===== src/hdl/alm_pkg.sv =====
// Shared sizes, codes and sequencer states of the linked list manager.
package alm_pkg;

  localparam int DEPTH   = 128;
  localparam int IDX_W   = $clog2(DEPTH);
  localparam int CNT_W   = $clog2(DEPTH + 1);
  localparam int TALLY_W = $clog2(2 * DEPTH + 2);
  localparam int VALUE_W = 32;

  localparam logic [CNT_W-1:0] DEPTH_CNT = CNT_W'(DEPTH);

  localparam logic [1:0] OP_INSERT = 2'd0;
  localparam logic [1:0] OP_DROP   = 2'd1;
  localparam logic [1:0] OP_VERIFY = 2'd2;

  localparam logic [1:0] STAT_OK      = 2'd0;
  localparam logic [1:0] STAT_BAD_ARG = 2'd1;
  localparam logic [1:0] STAT_FULL    = 2'd2;
  localparam logic [1:0] STAT_UNUSED  = 2'd3;

  typedef enum logic [3:0] {
    S_IDLE,
    S_INS_FREE,
    S_INS_PAR,
    S_INS_LINK,
    S_INS_TAIL,
    S_DRP_UNLINK,
    S_DRP_PUSH,
    S_DRP_FREE,
    S_VER_LIVE,
    S_VER_FREE,
    S_VER_STEP,
    S_VER_END,
    S_OUT
  } state_t;

endpackage


===== src/hdl/array_linked_list_manager.sv =====
// Doubly linked list over a fixed node store with a free list, run by a small sequencer.
//
//  channel | dir | tdata / tuser                                   | width
//  s_      | in  | tuser: opcode                                   | 2
//          |     | tdata: parent_index, item_value, drop_index     | 48
//  m_      | out | tdata: new_index, status, backward_corrupt,     | 16
//          |     |        count_corrupt                            |
//
// One request at a time; the node memories have one write and one registered read a cycle.
// Verify walks the live list and then the free list node by node and cuts off a walk
// after DEPTH nodes. Reset clears the root link and the free list head and sets the
// slot count to one; node memories keep their contents. A stalled result is held in
// the output register while the next request is already being worked on; the
// sequencer waits only to hand over its own result.
module array_linked_list_manager
  import alm_pkg::*;
(
  input  logic        clk,
  input  logic        rst,
  input  logic        s_tvalid,
  output logic        s_tready,
  input  logic [47:0] s_tdata,   // parent_index[6:0], item_value[38:7], drop_index[45:39], 0
  input  logic [1:0]  s_tuser,   // opcode[1:0]
  output logic        m_tvalid,
  input  logic        m_tready,
  output logic [15:0] m_tdata    // new_index[6:0], status[8:7], backward_corrupt[9],
                                 // count_corrupt[10], 0
);

  state_t state, state_next;

  logic [IDX_W-1:0]   next_mem [DEPTH];
  logic [IDX_W-1:0]   prev_mem [DEPTH];
  logic [VALUE_W-1:0] val_mem  [DEPTH];

  logic [IDX_W-1:0]   root_next;
  logic [IDX_W-1:0]   next_rd, prev_rd;
  logic [IDX_W-1:0]   rd_addr;

  logic               next_we, prev_we, val_we;
  logic [IDX_W-1:0]   next_wa, next_wd, prev_wa, prev_wd;

  logic [IDX_W-1:0]   free_head;
  logic [CNT_W-1:0]   used_count;
  logic [IDX_W-1:0]   parent, node, nlink, cur, back;
  logic [VALUE_W-1:0] value;
  logic [CNT_W-1:0]   steps;
  logic [TALLY_W-1:0] tally;
  logic               walk_free, back_bad, over;
  logic [IDX_W-1:0]   res_index;
  logic [1:0]         res_status;
  logic [IDX_W-1:0]   out_index;
  logic [1:0]         out_status;
  logic               out_back, out_count;

  logic               accept, out_free;
  logic [1:0]         in_op;
  logic [IDX_W-1:0]   in_parent, in_drop;
  logic [VALUE_W-1:0] in_value;
  logic [IDX_W-1:0]   par_next;

  assign in_op     = s_tuser;
  assign in_parent = s_tdata[6:0];
  assign in_value  = s_tdata[38:7];
  assign in_drop   = s_tdata[45:39];

  assign s_tready = (state == S_IDLE);
  assign accept   = s_tvalid && s_tready;
  assign out_free = !m_tvalid || m_tready;

  assign m_tdata = {5'd0, out_count, out_back, out_status, out_index};

  // next link of the parent as it stands once the new node was cleared
  always_comb begin
    if (parent == node) begin
      par_next = '0;
    end else if (parent == '0) begin
      par_next = root_next;
    end else begin
      par_next = next_rd;
    end
  end

  always_ff @(posedge clk) begin
    if (rst) begin
      state <= S_IDLE;
    end else begin
      state <= state_next;
    end
  end

  always_comb begin
    state_next = state;
    rd_addr    = cur;
    next_we    = 1'b0;
    next_wa    = node;
    next_wd    = '0;
    prev_we    = 1'b0;
    prev_wa    = node;
    prev_wd    = '0;
    val_we     = 1'b0;
    case (state)
      S_IDLE: begin
        rd_addr = (in_op == OP_DROP) ? in_drop : free_head;
        if (accept) begin
          case (in_op)
            OP_INSERT: begin
              if (free_head != '0) begin
                state_next = S_INS_FREE;
              end else if (used_count >= DEPTH_CNT) begin
                state_next = S_OUT;
              end else begin
                state_next = S_INS_PAR;
              end
            end
            OP_DROP:   state_next = (in_drop == '0) ? S_OUT : S_DRP_UNLINK;
            OP_VERIFY: state_next = S_VER_LIVE;
            default:   state_next = S_OUT;
          endcase
        end
      end
      S_INS_FREE: begin
        // new free head loses its back link
        prev_we    = (next_rd != '0);
        prev_wa    = next_rd;
        prev_wd    = '0;
        state_next = S_INS_PAR;
      end
      S_INS_PAR: begin
        rd_addr    = parent;
        prev_we    = 1'b1;
        prev_wa    = node;
        prev_wd    = parent;
        state_next = S_INS_LINK;
      end
      S_INS_LINK: begin
        next_we    = 1'b1;
        next_wa    = node;
        next_wd    = par_next;
        state_next = S_INS_TAIL;
      end
      S_INS_TAIL: begin
        next_we    = 1'b1;
        next_wa    = parent;
        next_wd    = node;
        prev_we    = (nlink != '0);
        prev_wa    = nlink;
        prev_wd    = node;
        val_we     = 1'b1;
        state_next = S_OUT;
      end
      S_DRP_UNLINK: begin
        next_we    = 1'b1;
        next_wa    = prev_rd;
        next_wd    = next_rd;
        prev_we    = (next_rd != '0);
        prev_wa    = next_rd;
        prev_wd    = prev_rd;
        state_next = S_DRP_PUSH;
      end
      S_DRP_PUSH: begin
        next_we    = 1'b1;
        next_wa    = node;
        next_wd    = free_head;
        prev_we    = (free_head != '0);
        prev_wa    = free_head;
        prev_wd    = node;
        state_next = S_DRP_FREE;
      end
      S_DRP_FREE: begin
        prev_we    = 1'b1;
        prev_wa    = node;
        prev_wd    = '0;
        state_next = S_OUT;
      end
      S_VER_LIVE: begin
        rd_addr    = root_next;
        state_next = (root_next == '0) ? S_VER_FREE : S_VER_STEP;
      end
      S_VER_FREE: begin
        rd_addr    = free_head;
        state_next = (free_head == '0) ? S_VER_END : S_VER_STEP;
      end
      S_VER_STEP: begin
        // follow the link straight out of the read register
        rd_addr = next_rd;
        if (steps >= DEPTH_CNT || next_rd == '0) begin
          state_next = walk_free ? S_VER_END : S_VER_FREE;
        end
      end
      S_VER_END: state_next = S_OUT;
      S_OUT: begin
        if (out_free) begin
          state_next = S_IDLE;
        end
      end
      default: state_next = S_IDLE;
    endcase
  end

  // node memories: entry 0 of the next links lives in root_next
  always_ff @(posedge clk) begin
    if (next_we && next_wa != '0) begin
      next_mem[next_wa] <= next_wd;
    end
    if (prev_we) begin
      prev_mem[prev_wa] <= prev_wd;
    end
    if (val_we) begin
      val_mem[node] <= value;
    end
    next_rd <= next_mem[rd_addr];
    prev_rd <= prev_mem[rd_addr];
  end

  always_ff @(posedge clk) begin
    if (rst) begin
      root_next <= '0;
    end else if (next_we && next_wa == '0) begin
      root_next <= next_wd;
    end
  end

  // list bookkeeping
  always_ff @(posedge clk) begin
    if (rst) begin
      free_head  <= '0;
      used_count <= CNT_W'(1);
    end else begin
      case (state)
        S_IDLE: begin
          if (accept && in_op == OP_INSERT && free_head == '0 && used_count < DEPTH_CNT) begin
            used_count <= used_count + CNT_W'(1);
          end
        end
        S_INS_FREE: free_head <= next_rd;
        S_DRP_FREE: free_head <= node;
        default: ;
      endcase
    end
  end

  // request fields, walk state and pending result
  always_ff @(posedge clk) begin
    case (state)
      S_IDLE: begin
        if (accept) begin
          parent     <= in_parent;
          value      <= in_value;
          res_index  <= '0;
          res_status <= STAT_OK;
          back_bad   <= 1'b0;
          over       <= 1'b0;
          tally      <= TALLY_W'(1);
          walk_free  <= 1'b0;
          case (in_op)
            OP_INSERT: begin
              node <= (free_head != '0) ? free_head : used_count[IDX_W-1:0];
              if (free_head == '0 && used_count >= DEPTH_CNT) begin
                res_status <= STAT_FULL;
              end
            end
            OP_DROP: begin
              node <= in_drop;
              if (in_drop == '0) begin
                res_status <= STAT_BAD_ARG;
              end
            end
            OP_VERIFY: over <= (used_count > DEPTH_CNT);
            default:   res_status <= STAT_BAD_ARG;
          endcase
        end
      end
      S_INS_LINK: nlink <= (parent == node) ? node : par_next;
      S_INS_TAIL: res_index <= node;
      S_VER_LIVE: begin
        cur   <= root_next;
        back  <= '0;
        steps <= '0;
      end
      S_VER_FREE: begin
        walk_free <= 1'b1;
        cur       <= free_head;
        back      <= '0;
        steps     <= '0;
      end
      S_VER_STEP: begin
        if (steps >= DEPTH_CNT) begin
          over <= 1'b1;
        end else begin
          if (prev_rd != back) begin
            back_bad <= 1'b1;
          end
          back  <= cur;
          cur   <= next_rd;
          tally <= tally + TALLY_W'(1);
          steps <= steps + CNT_W'(1);
        end
      end
      S_VER_END: begin
        if (tally != TALLY_W'(used_count)) begin
          over <= 1'b1;
        end
      end
      default: ;
    endcase
  end

  // output register
  always_ff @(posedge clk) begin
    if (rst) begin
      m_tvalid <= 1'b0;
    end else if (state == S_OUT && out_free) begin
      m_tvalid <= 1'b1;
    end else if (m_tready) begin
      m_tvalid <= 1'b0;
    end
  end

  always_ff @(posedge clk) begin
    if (state == S_OUT && out_free) begin
      out_index  <= res_index;
      out_status <= res_status;
      out_back   <= back_bad;
      out_count  <= over;
    end
  end

endmodule


===== config.mk =====
export PLATFORM = sky130hd
export DESIGN_NAME = array_linked_list_manager
export DESIGN_NICKNAME = d
export VERILOG_FILES = /design/src/hdl/alm_pkg.sv /design/src/hdl/array_linked_list_manager.sv
export SDC_FILE = /design/constraint.sdc
export NUM_CORES = 2
export LEC_CHECK = 0
export ABC_CLOCK_PERIOD_IN_PS = 8300
export BUFFER_PORTS_ARGS = -buffer_cell sky130_fd_sc_hd__clkbuf_2
export CORE_ASPECT_RATIO = 0.6
export CORE_MARGIN = 2
export CORE_UTILIZATION = 43
export CTS_BUF_LIST = sky130_fd_sc_hd__clkbuf_8
export CTS_CLUSTER_SIZE = 16
export DETAILED_ROUTE_END_ITERATION = 10
export GPL_ROUTABILITY_DRIVEN = 0
export PLACE_DENSITY = 0.55
export SKIP_CTS_REPAIR_TIMING = 1
export SYNTH_ARGS = -nofsm -noshare
export SYNTH_HDL_FRONTEND = slang
export SYNTH_SLANG_ARGS = --single-unit

===== constraint.sdc =====
create_clock -name clk -period 8.3 [get_ports clk]
set_clock_uncertainty 0.15 [all_clocks]
set_input_delay 1.245 -clock clk [delete_from_list [all_inputs] [get_ports clk]]
set_output_delay 1.245 -clock clk [all_outputs]
set_load 0.02 [all_outputs]

==> run_summary.xml <==
<?xml version="1.0" encoding="UTF-8"?>
<metrics>
  <group name="sta">
    <metric name="worst_slew_margin_rel" unit="%">6.23</metric>
    <metric name="fmax" unit="MHz">171</metric>
    <metric name="hold_violations" unit="">0</metric>
    <metric name="whs" unit="ns">0.265</metric>
    <metric name="period_share" unit="%">70.5</metric>
    <metric name="final-max-slew-violation-count" unit="">0</metric>
    <metric name="finalWorstSetupSlack" unit="ns">2.45</metric>
    <metric name="finalWorstPathRequiredPeriod" unit="ns">5.85</metric>
    <metric name="report.final.setup_viol" unit="">0</metric>
    <metric name="finalSetupTns" unit="ns">0</metric>
    <metric name="max_slew.worst_pin.slew" unit="ns">1.41</metric>
    <metric name="rsz0062_at_grt" unit="">no</metric>
  </group>
  <group name="grt">
    <metric name="grt_pass1_vias" unit="">46800</metric>
    <metric name="antenna_found_initial" unit="">13</metric>
    <metric name="grt_pass1_wl" unit="um">333000</metric>
    <metric name="grtUsageTotal" unit="%">24.3</metric>
    <metric name="grt_start_max_net_pins" unit="">140</metric>
    <metric name="grt_overflow_total" unit="">0</metric>
  </group>
  <group name="yosys">
    <metric name="yosysUniqueCellTypes" unit="">89</metric>
    <metric name="post_synth_instance_area" unit="mm^2">0.0786</metric>
    <metric name="synth_top_cells_by_area" unit="">sky130_fd_sc_hd__edfxtp_1 (71%), sky130_fd_sc_hd__nand2_1 (6.1%), sky130_fd_sc_hd__a211oi_1 (2.4%)</metric>
    <metric name="flip_flop_and_latch_count_after_synthesis" unit="">1908</metric>
    <metric name="yosys_warnings" unit="">0</metric>
    <metric name="synth-edff-count" unit="">1867</metric>
    <metric name="netlist.area_leader.share" unit="%">71.3</metric>
    <metric name="synthArstFlopShare" unit="%">0</metric>
    <metric name="synth_top_flop_cell" unit="">sky130_fd_sc_hd__edfxtp_1</metric>
    <metric name="synthesis.instances" unit="">5903</metric>
    <metric name="syn_avg_cell_area" unit="um^2">13.3</metric>
    <metric name="seq_area_frac_synth" unit="%">72.4</metric>
    <metric name="synth.largest_area_cell" unit="">sky130_fd_sc_hd__edfxtp_1</metric>
  </group>
  <group name="cts">
    <metric name="clock_path_buffers" unit="">4</metric>
    <metric name="clock_input_transition_at_the_sequential_cells_of_the_worst_setup_and_hold_paths" unit="ns">0.07</metric>
    <metric name="clock-sinks" unit="">1908</metric>
    <metric name="cts_tree" unit="">done</metric>
    <metric name="clock_insertion_delay_worst_skew" unit="ns">0.96</metric>
    <metric name="h_tree_depth" unit="">5</metric>
    <metric name="cts_root_buffer" unit="">sky130_fd_sc_hd__clkbuf_8</metric>
    <metric name="cts_inserted_buffers" unit="">289</metric>
  </group>
  <group name="floorplanning">
    <metric name="design.portCount" unit="">72</metric>
    <metric name="fp.dieArea" unit="mm^2">0.186</metric>
    <metric name="core.rowCount" unit="">121</metric>
    <metric name="die_y" unit="um">335</metric>
    <metric name="core_area" unit="mm^2">0.182</metric>
    <metric name="initial_utilization" unit="%">43.3</metric>
    <metric name="die_w" unit="um">556</metric>
  </group>
  <group name="route">
    <metric name="post_drt_via_cell_ratio" unit="">5.95</metric>
    <metric name="vias" unit="">50700</metric>
    <metric name="drt_pass_1_iters" unit="">8</metric>
    <metric name="detailedRoute.firstIterationViolations" unit="">6177</metric>
    <metric name="totalWireLength" unit="um">230000</metric>
    <metric name="antenna_violating_nets_remaining" unit="">0</metric>
    <metric name="drc_errors" unit="">0</metric>
    <metric name="wl_per_cell" unit="um">27.0</metric>
  </group>
  <group name="cells_and_area">
    <metric name="nFillCells" unit="">16000</metric>
    <metric name="layout_common_cells" unit="">sky130_fd_sc_hd__edfxtp_1 (1867), sky130_fd_sc_hd__nand2_1 (1273), sky130_fd_sc_hd__nor2_1 (367), sky130_fd_sc_hd__clkbuf_8 (298), sky130_fd_sc_hd__and3_1 (281)</metric>
    <metric name="final_layout_size_suffix_gt1_share" unit="%">8.94</metric>
    <metric name="fin_nets" unit="">5984</metric>
    <metric name="layout-area-overhead-vs-synth" unit="%">9.19</metric>
    <metric name="multi_input_comb_area" unit="mm^2">0.0197</metric>
    <metric name="leading_cell_type_in_the_layout_fill_and_taps_excluded" unit="">sky130_fd_sc_hd__edfxtp_1</metric>
    <metric name="area.sequential" unit="mm^2">0.0569</metric>
  </group>
  <group name="placement">
    <metric name="preCtsSetupSlack" unit="ns">2.18</metric>
    <metric name="place.port_buffers" unit="">32</metric>
    <metric name="post-dp-hpwl" unit="um">138000</metric>
  </group>
  <group name="critical_path">
    <metric name="worst_setup_path_end_kind" unit="">flip-flop</metric>
    <metric name="critical_path_maximum_fanout" unit="">77</metric>
    <metric name="worstPathRequired" unit="ns">8.90</metric>
    <metric name="cp.arrival" unit="ns">6.45</metric>
    <metric name="crit_start" unit="">state[1]</metric>
    <metric name="timing.critical_path.from_type" unit="">flip-flop</metric>
    <metric name="r2r-start" unit="">state[1]</metric>
    <metric name="cpPeakStageDelay" unit="ns">1.06</metric>
    <metric name="timing.critical_path.cells" unit="">buf_4, and3b_1, o21ai_2, o21a_4, nand2_8, nor2_4, buf_4, nand3_1, o2111a_1, o22ai_1, nor4_1</metric>
    <metric name="cpMaxStageDelayCell" unit="">sky130_fd_sc_hd__o22ai_1</metric>
    <metric name="critPathTopFamily" unit="">compound AO/OA/AOI/OAI gates</metric>
    <metric name="critical_path_buf_inv_count" unit="">2</metric>
    <metric name="crit_top_cell" unit="">sky130_fd_sc_hd__buf_4</metric>
    <metric name="critical_path_class" unit="">reg -&gt; reg</metric>
  </group>
  <group name="hold_path">
    <metric name="hold_class" unit="">reg -&gt; reg</metric>
    <metric name="worst_hold_startpoint" unit="">res_index[3]</metric>
  </group>
  <group name="run_status">
    <metric name="status" unit="">finished clean</metric>
  </group>
  <group name="job">
    <metric name="max_cap_violations" unit="">0</metric>
  </group>
</metrics>
[flip-flops by register name, summed over array words and instances, names as in the netlist, 8 cells and up]
register    count
prev_mem      896
used_count      8
tally           9
steps           8
next_mem      896
[cells in the mapped netlist (39+ instances only)]
| cell | n |
|---|---|
| sky130_fd_sc_hd__a21o_1 | 53 |
| sky130_fd_sc_hd__clkbuf_1 | 180 |
| sky130_fd_sc_hd__a21oi_1 | 122 |
| sky130_fd_sc_hd__a311oi_1 | 69 |
| sky130_fd_sc_hd__buf_4 | 39 |
| sky130_fd_sc_hd__a22oi_1 | 57 |
| sky130_fd_sc_hd__a311o_1 | 57 |
| sky130_fd_sc_hd__a211oi_1 | 247 |
| sky130_fd_sc_hd__o2111a_1 | 52 |
| sky130_fd_sc_hd__nor2_1 | 369 |
| sky130_fd_sc_hd__edfxtp_1 | 1867 |
| sky130_fd_sc_hd__buf_2 | 166 |
| sky130_fd_sc_hd__mux2i_1 | 60 |
| sky130_fd_sc_hd__nand3_1 | 287 |
| sky130_fd_sc_hd__nand2_1 | 1275 |
| sky130_fd_sc_hd__dfxtp_1 | 41 |
| sky130_fd_sc_hd__and3_1 | 281 |
| sky130_fd_sc_hd__a31oi_1 | 190 |
[cell families (layout without fill, tap and decap cells)]
group	Yosys count	in the layout	share of synthesized area (%)
xor+xnor	42	42	0.468
mux	64	64	0.864
fa+ha+maj	5	5	0.0796
compound gates	1055	1055	10.1
flops	1908	1908	72.4
simple gates	2366	2366	13.2
buf+inv	462	665	2.85
other cells	1	17	0.00477
[routing by layer]
metal / routed length (um) / part of all wire, % / up-vias / GRT usage [%]
met5: 28 / 0.012 / - / 0
met1: 110000 / 48 / 25600 / 39.4
met2: 90700 / 39 / 2319 / 31.7
met3: 25100 / 11 / 300 / 6.86
li1: - / - / 22400 / -
met4: 3640 / 1.6 / 6 / 5.01
[worst paths after layout]
| path | endpoint | slack (ns) | depth (start not counted) |
|---|---|---|---|
| worst min-delay path | out_index[3] | 0.26 | 0 |
| worst min register to register | out_index[3] | 0.26 | 0 |
| worst max register to register | next_rd[4] | 2.45 | 11 |
| worst max-delay path | next_rd[4] | 2.45 | 11 |
[cell type report]
| cell class | instances | area share, % |
|---|---|---|
| clock inverters | 185 | 0.969 |
| inverters | 26 | 0.134 |
| repair buffers | 156 | 1.39 |
| multi-input cells | 3544 | 23.0 |
| clock buffers | 298 | 4.78 |
| well taps | 2398 | 3.49 |
| flip-flops and latches | 1908 | 66.3 |
| diodes | 5 | 0.0146 |
[stage by stage]
step / instance area [um^2] / util [%] / instances
after floorplan: 78700 / - / 5914
after detailed placement: 80900 / 44.6 / 8032
after global placement: 80900 / 44.6 / 8032
after CTS: 85800 / 47.3 / 8515
final: 85900 / 47.3 / 8520
after global routing: 85800 / 47.3 / 8518
Power is not shown: default switching activity piles up to over one toggle a cycle in this logic, so the estimate is an artifact.
